**config.mk**
```make
export PLATFORM = sky130hd
export DESIGN_NAME = btk_ctrl
export DESIGN_NICKNAME = d
export VERILOG_FILES = /design/src/rtl/btk_pkg.sv /design/src/rtl/btk_ctrl.sv
export SDC_FILE = /design/constraint.sdc
export NUM_CORES = 1
export LEC_CHECK = 0
export BUFFER_PORTS_ARGS = -buffer_cell sky130_fd_sc_hd__buf_2
export CAP_MARGIN = 20
export CORE_AREA = 2 2 39 41
export DETAILED_ROUTE_END_ITERATION = 7
export DIE_AREA = 0 0 41 43
export PLACE_DENSITY = 0.46
export SLEW_MARGIN = 20
export SYNTH_ARGS = -nofsm -noshare
export SYNTH_HDL_FRONTEND = slang
export SYNTH_SLANG_ARGS = --single-unit
```
**constraint.sdc**
```tcl
create_clock -name i_clk -period 2.94 [get_ports i_clk]
set_clock_uncertainty 0.1 [all_clocks]
set_input_delay 0.147 -clock i_clk [delete_from_list [all_inputs] [get_ports i_clk]]
set_output_delay 0.147 -clock i_clk [all_outputs]
set_load 0.02 [all_outputs]
```
**src/rtl/btk_pkg.sv**
```systemverilog
// Shared types, constants and codes of the bounded top-k tracker.
package btk_pkg;

    localparam int DEPTH   = 64;
    localparam int SLOT_W  = (DEPTH > 1) ? $clog2(DEPTH) : 1;
    localparam int CNT_W   = $clog2(DEPTH + 1);
    localparam int ID_W    = 20;
    localparam int SCORE_W = 16;
    localparam int CAP_W   = 7;
    localparam int STAT_W  = 3;
    localparam int PADDR_W = 3;
    localparam int PDATA_W = 32;
    localparam int CMP_W   = (CAP_W > CNT_W) ? CAP_W : CNT_W;

    // Minimum search: first pass reduces groups, second pass reduces group winners.
    localparam int NGRP   = 8;
    localparam int GRP_SZ = (DEPTH + NGRP - 1) / NGRP;

    localparam logic CAPACITY_REG = 1'b0;
    localparam logic [CAP_W-1:0] CAPACITY_RESET = CAP_W'(64);

    localparam logic OP_OFFER = 1'b0;
    localparam logic OP_DRAIN = 1'b1;

    typedef enum logic [STAT_W-1:0] {
        ST_INSERT = 3'd0,
        ST_EVICT  = 3'd1,
        ST_DUP    = 3'd2,
        ST_REJECT = 3'd3,
        ST_DRAIN  = 3'd4,
        ST_EMPTY  = 3'd5
    } t_status;

    typedef struct packed {
        logic valid;
        logic [SCORE_W-1:0] score;
        logic [ID_W-1:0] id;
        logic [SLOT_W-1:0] slot;
    } t_cand;

    typedef struct packed {
        logic capture;
        logic eval;
        logic commit;
        logic drain_step;
        logic drain_empty;
    } t_cmd;

    typedef struct packed {
        logic in_drain;
        logic out_free;
        logic any_valid;
        logic drain_last;
    } t_stat;

endpackage

```
**src/rtl/btk_ctrl.sv**
```systemverilog
// Sequencer of the bounded top-k tracker: offer and drain control.
module btk_ctrl (
    input  logic           i_clk,
    input  logic           i_rst_n,
    input  logic           i_valid,
    output logic           o_stall,
    input  btk_pkg::t_stat i_stat,
    output btk_pkg::t_cmd  o_cmd
);

    typedef enum logic [2:0] {
        S_IDLE,
        S_MATCH,
        S_DECIDE,
        S_DRAIN0,
        S_DRAIN
    } t_state;

    t_state r_state, n_state;
    logic   r_busy, n_busy;
    logic   accept;

    assign accept  = i_valid && !r_busy;
    assign o_stall = r_busy;

    always_comb begin
        n_state = r_state;
        n_busy  = r_busy;
        o_cmd   = '0;
        unique case (r_state)
            S_IDLE: begin
                if (accept) begin
                    o_cmd.capture = 1'b1;
                    n_busy        = 1'b1;
                    n_state       = i_stat.in_drain ? S_DRAIN0 : S_MATCH;
                end
            end
            S_MATCH: begin
                o_cmd.eval = 1'b1;
                n_state    = S_DECIDE;
            end
            S_DECIDE: begin
                if (i_stat.out_free) begin
                    o_cmd.commit = 1'b1;
                    n_busy       = 1'b0;
                    n_state      = S_IDLE;
                end
            end
            S_DRAIN0: begin
                if (i_stat.out_free) begin
                    if (!i_stat.any_valid) begin
                        o_cmd.drain_empty = 1'b1;
                        n_busy            = 1'b0;
                        n_state           = S_IDLE;
                    end else begin
                        o_cmd.drain_step = 1'b1;
                        if (i_stat.drain_last) begin
                            n_busy  = 1'b0;
                            n_state = S_IDLE;
                        end else begin
                            n_state = S_DRAIN;
                        end
                    end
                end
            end
            S_DRAIN: begin
                if (i_stat.out_free) begin
                    o_cmd.drain_step = 1'b1;
                    if (i_stat.drain_last) begin
                        n_busy  = 1'b0;
                        n_state = S_IDLE;
                    end
                end
            end
            default: begin
                n_state = S_IDLE;
                n_busy  = 1'b0;
            end
        endcase
    end

    always_ff @(posedge i_clk) begin
        if (!i_rst_n) begin
            r_state <= S_IDLE;
            r_busy  <= 1'b0;
        end else begin
            r_state <= n_state;
            r_busy  <= n_busy;
        end
    end

endmodule

```
======== After elaboration in Yosys (flattened, before gate mapping) ========
Index checks and enable logic that the tools add are counted.
cells by class
  equal/unequal tests ..................... 9
  muxes and demuxes ....................... 26
  bitwise gates (word level) .............. 1
  reduce and logical (&&, ||, !) cells .... 5
operators with widths
  kind                                           count
  two-way mux 3 bit                              7
  one-hot mux 3 bit (5 select lines)             1
  two-way mux 1 bit                              14
  inequality test 2 bit, second input constant   5
  AND reduction 5 bit                            2
  == test 3 x 2 -> 1 bit, second input constant  2
  one-hot mux 1 bit (5 select lines)             1
  two-way mux 2 bit                              2
  == test 3 x 1 -> 1 bit, second input constant  1
  == test 3 bit, second input constant           1
  zero test 3 bit                                1
  one-hot mux 1 bit (2 select lines)             1
  logical AND 1 bit                              1
  zero test 1 bit                                1
  NOT 1 bit                                      1
word-level totals
  register bits ........................... 4
  input port bits ......................... 7
  output and inout port bits .............. 6
  logic and storage cells ................. 43

======== Logic depth before layout (Yosys ltp) ========
  word-level depth ........................ 4
  mapped depth ............................ 5
  mapped depth without buffers ............ 4

======== Worst setup path after synthesis ========
No wires, ideal clock.
  path type ............................... register -> register
  start point ............................. register r_busy (netlist: o_stall)
  end point ............................... register r_busy (netlist: o_stall)
  setup time .............................. 123 ps
  arrival time ............................ 1320 ps
  required time ........................... 2717 ps
  path slack .............................. 1397 ps
  cell stages (with the launch flop) ...... 5
  buffers on the path ..................... 0
  period minus slack after synthesis ...... 1543 ps
  cell sequence ........................... dfxtp_1 or3b_1 a221o_1 a211oi_2 a211oi_2
on the way
  longest elaborated chain between the ends .. 4
  elaborated cells between the ends (all ways) .. 9
  classes of those cells .................. eq/ne: 1; mux: 5; reduce/logical: 3
ends and longest elaborated chain
  what                                                                              line            source
  from (decl)                                                                       btk_ctrl.sv:20  logic r_busy, n_busy;
  from (signal assigned)                                                            btk_ctrl.sv:88  r_busy <= n_busy;
  two-way mux 1 bit / zero test 1 bit (equally long branches)                       -
  two-way mux 1 bit / logical AND 1 bit (equally long branches)                     -
  two-way mux 1 bit / inequality test 2 bit (equally long branches)                 -
  one-hot mux 1 bit (5 select lines) / AND reduction 5 bit (equally long branches)  -
Parallel ways exist; a longest one is shown, timed or not. The select of a mux whose other input is x is not followed.
A chain may end at the register's enable or synchronous reset.

==> metrics.md <==
| Metric | Value |
|---|---|
| Met1 usage | `between 10% and 20%` |
| Worst-path cell with the longest stage delay | `dfxtp_1` |
| Wire per inst | `between 10 and 15 um` |
| Top fanout value on the critical path | `9` |
| CP endpoint kind | `output port` |
| Mapped cell area | `around 330 um2` |
| CP Buf/Inv Count | `1` |
| Maximum clock rate | `~610 MHz` |
| Die Ht | `~43 um` |
| Number of global-route vias before repair | `292` |
| Core area | `1380 um2` |
| Effective utilization at floorplan | `between 20% and 30%` |
| Worst hold path type | `input port to flop` |
| Vias/cell | `between 4 and 5` |
| CP startpoint kind | `flop` |
| Fill cells | `150` |
| Flops & latches, synth | `4` |
| Post-place setup slack | `1.37 ns` |
| Clk slew on worst S/H paths | `about 0.04 ns` |
| CTS Root Cell | `clkbuf_4` |
| Met2 Resource Use GR | `roughly 13%` |
| Largest net degree at the start of global routing | `12` |
| Synthesized instance count | `between 40 and 50` |
| Static leakage | `approximately 0.18 nW` |
| Post-synthesis sequential area ratio | `24.5%` |
| Number of port buffers | `12` |
| Mean post-synth cell area | `7.96 um2` |
| Final-stage net count | `a little over 60` |
| DRC viols | `0` |
| Setup violators final | `0` |
| Crit path largest cell delay | `between 0.3 and 0.4 ns` |
| DR iter-0 viols | `7` |
| CP cell instances | `nor2_1, a21boi_0, nor2_1, buf_2` |
| N_diodes | `0` |
| Crit path required time | `roughly 2.7 ns` |
| Warnings from Yosys | `0` |
| Hold Crit Start | `i_stat[3]` |
| Clock buffer count from CTS | `3` |
| Top Ports | `13` |
| Setup TNS | `0 ns` |
| Chip width | `just over 40 um` |
| DP Wirelength | `between 500 and 600 um` |
| Final Hold Vio Count | `0` |
| TritonCTS clock tree | `done` |
| Max Cap Viol | `0` |
| Worst-Margin Slew | `around 0.33 ns` |
| Final min period | `1.63 ns` |
| Pwr/cell area | `about 920 nW/um2` |
| Clock sink count | `4` |
| Worst path arrival time | `1.38 ns` |
| Crit path from | `r_state[1]$_SDFFE_PN0P_` |
| Status | `finished, final reports clean` |
| Clk buf depth | `2` |
| Syn_nets | `48` |
| Final WS setup | `1.31 ns` |
| All-Layer GR Usage | `between 10% and 20%` |
| Final worst path period share | `a little under three fifths` |
| Routed Antenna Nets | `0` |
| CTS H-tree lvls | `1` |
| Clock latency on the worst-skew pair | `~0.24 ns` |
| Worst reg2reg path startpoint | `r_state[2]$_SDFFE_PN0P_` |
| Post-CTS Setup Inserts | `0` |
| GR Util met3 | `around 3.1%` |
| CP dominant cell by count | `nor2_1` |
| Share of cells above drive strength 1 | `a little under two fifths` |
| Distinct cells, synth | `22` |
| Grt total ovfl | `0` |
| Worst vdd ir | `about 300 uV` |
| First-pass GRT wire length | `1.22 mm` |
| Gr busiest metal | `met1` |
| Final Routed Wirelength | `approximately 770 um` |
| Initial antenna violation count | `0` |
| Crit path max-delay family | `simple AND/OR/NAND/NOR gates` |
| Die area | `~1800 um2` |
| Slew HR | `about four fifths` |
| RSZ-0062 raised after global routing | `no` |
| Resize count post-CTS | `0` |
| Row cnt | `14` |
| Setup CP Type | `flop to output port` |
| Fin. max-slew vios | `0` |
| Hold WS | `roughly 0.065 ns` |
| Total vias in the final route | `328` |
| Area Overhead vs Synth | `23.4%` |
| Hold Buf Count CTS | `0` |
| First drt pass iteration count | `3` |
| GPL Wtd Cong | `approximately 0.69` |
-- kinds of logic after synthesis --
kind of cell | synth area share, %
AO/OA/AOI/OAI | 26.8
buffers and inverters | 11.5
flip-flops | 24.5
AND/OR/NAND/NOR | 37.2
-- state kept, by name, indices dropped and copies added, names as in the netlist --
register	count
o_stall	1
r_state	3
-- cells in the mapped netlist --
cell type / count / share of area, %
nor2_1: 7 / 8.0
a211oi_2: 2 / 7.7
nand2_1: 4 / 4.6
nor2b_1: 1 / 1.9
nand4b_1: 1 / 2.7
buf_6: 1 / 3.4
a221oi_1: 1 / 2.7
dfxtp_1: 4 / 25
and2_2: 1 / 2.3
a21boi_0: 1 / 2.3
inv_1: 3 / 3.4
a221o_1: 1 / 3.1
nor4b_1: 1 / 2.7
a21oi_1: 2 / 3.1
nand3_1: 1 / 1.5
nor3b_1: 2 / 4.6
and2b_1: 1 / 2.3
buf_4: 2 / 4.6
nand2b_1: 2 / 3.8
o221a_2: 1 / 3.4
a2111oi_2: 1 / 4.6
or3b_1: 1 / 2.7
-- layout by cell type (no fill, tap or decap), drive strengths merged --
cell / instances
nand4b: 1
nor2: 7
dfxtp: 4
o221a: 1
a221o: 1
nor4b: 1
nor2b: 1
clkbuf: 3
buf: 12
nand2: 4
inv: 3
and2: 1
a2111oi: 1
a211oi: 2
a221oi: 1
and2b: 1
a21boi: 1
nand3: 1
nand2b: 2
a21oi: 2
or3b: 1
nor3b: 2
-- worst paths after layout --
check        cells past startpoint  slack, ns                      end
max                              4       1.31                 o_cmd[1]
min                              3       0.06  r_state[1]$_SDFFE_PN0P_
max reg2reg                      4       1.36     o_stall$_SDFFE_PN0P_
min reg2reg                      2       0.43     o_stall$_SDFFE_PN0P_
-- metal layers --
metal / routed length (um) / part of all wire [%]
met4: 0 / 0
met2: 349 / 45
met5: 0 / 0
met1: 388 / 50
met3: 35 / 4.5
-- per-stage QoR --
stage | std cells | util [%] | instance area, um2 | power (W)
after floorplan | 41 | - | 327 | 0.000273
after global placement | 66 | 27.5 | 380 | 0.000304
after detailed placement | 66 | 27.5 | 380 | 0.000300
after CTS | 69 | 29.1 | 403 | 0.000375
after global routing | 69 | 29.1 | 403 | 0.000399
final | 69 | 29.1 | 403 | 0.000371
-- worst register-to-register path, stage by stage, from the launching register on --
cell      delay (ns)
dfxtp_1         0.50
and2b_1         0.24
a221o_1         0.39
a211oi_2        0.18
a211oi_2        0.06
-- layout make-up --
class | count | area (um2) | share of cell area (%)
Timing Repair Buffer | 12 | 60.1 | 14.9
Sequential cell | 4 | 80.1 | 19.9
Multi-Input combinational cell | 31 | 209 | 51.9
Clock buffer | 3 | 22.5 | 5.59
Inverter | 3 | 11.3 | 2.80
Tap cell | 16 | 20.0 | 4.97
-- power by group --
group / total, W / internal (W) / switching, W
Clock: 0.0000694 / 0.0000457 / 0.0000236
Combinational: 0.000183 / 0.0000854 / 0.0000979
Sequential: 0.000118 / 0.0000745 / 0.0000436
Total: 0.000371 / 0.000206 / 0.000165
Power figures use the tool's default switching activity.
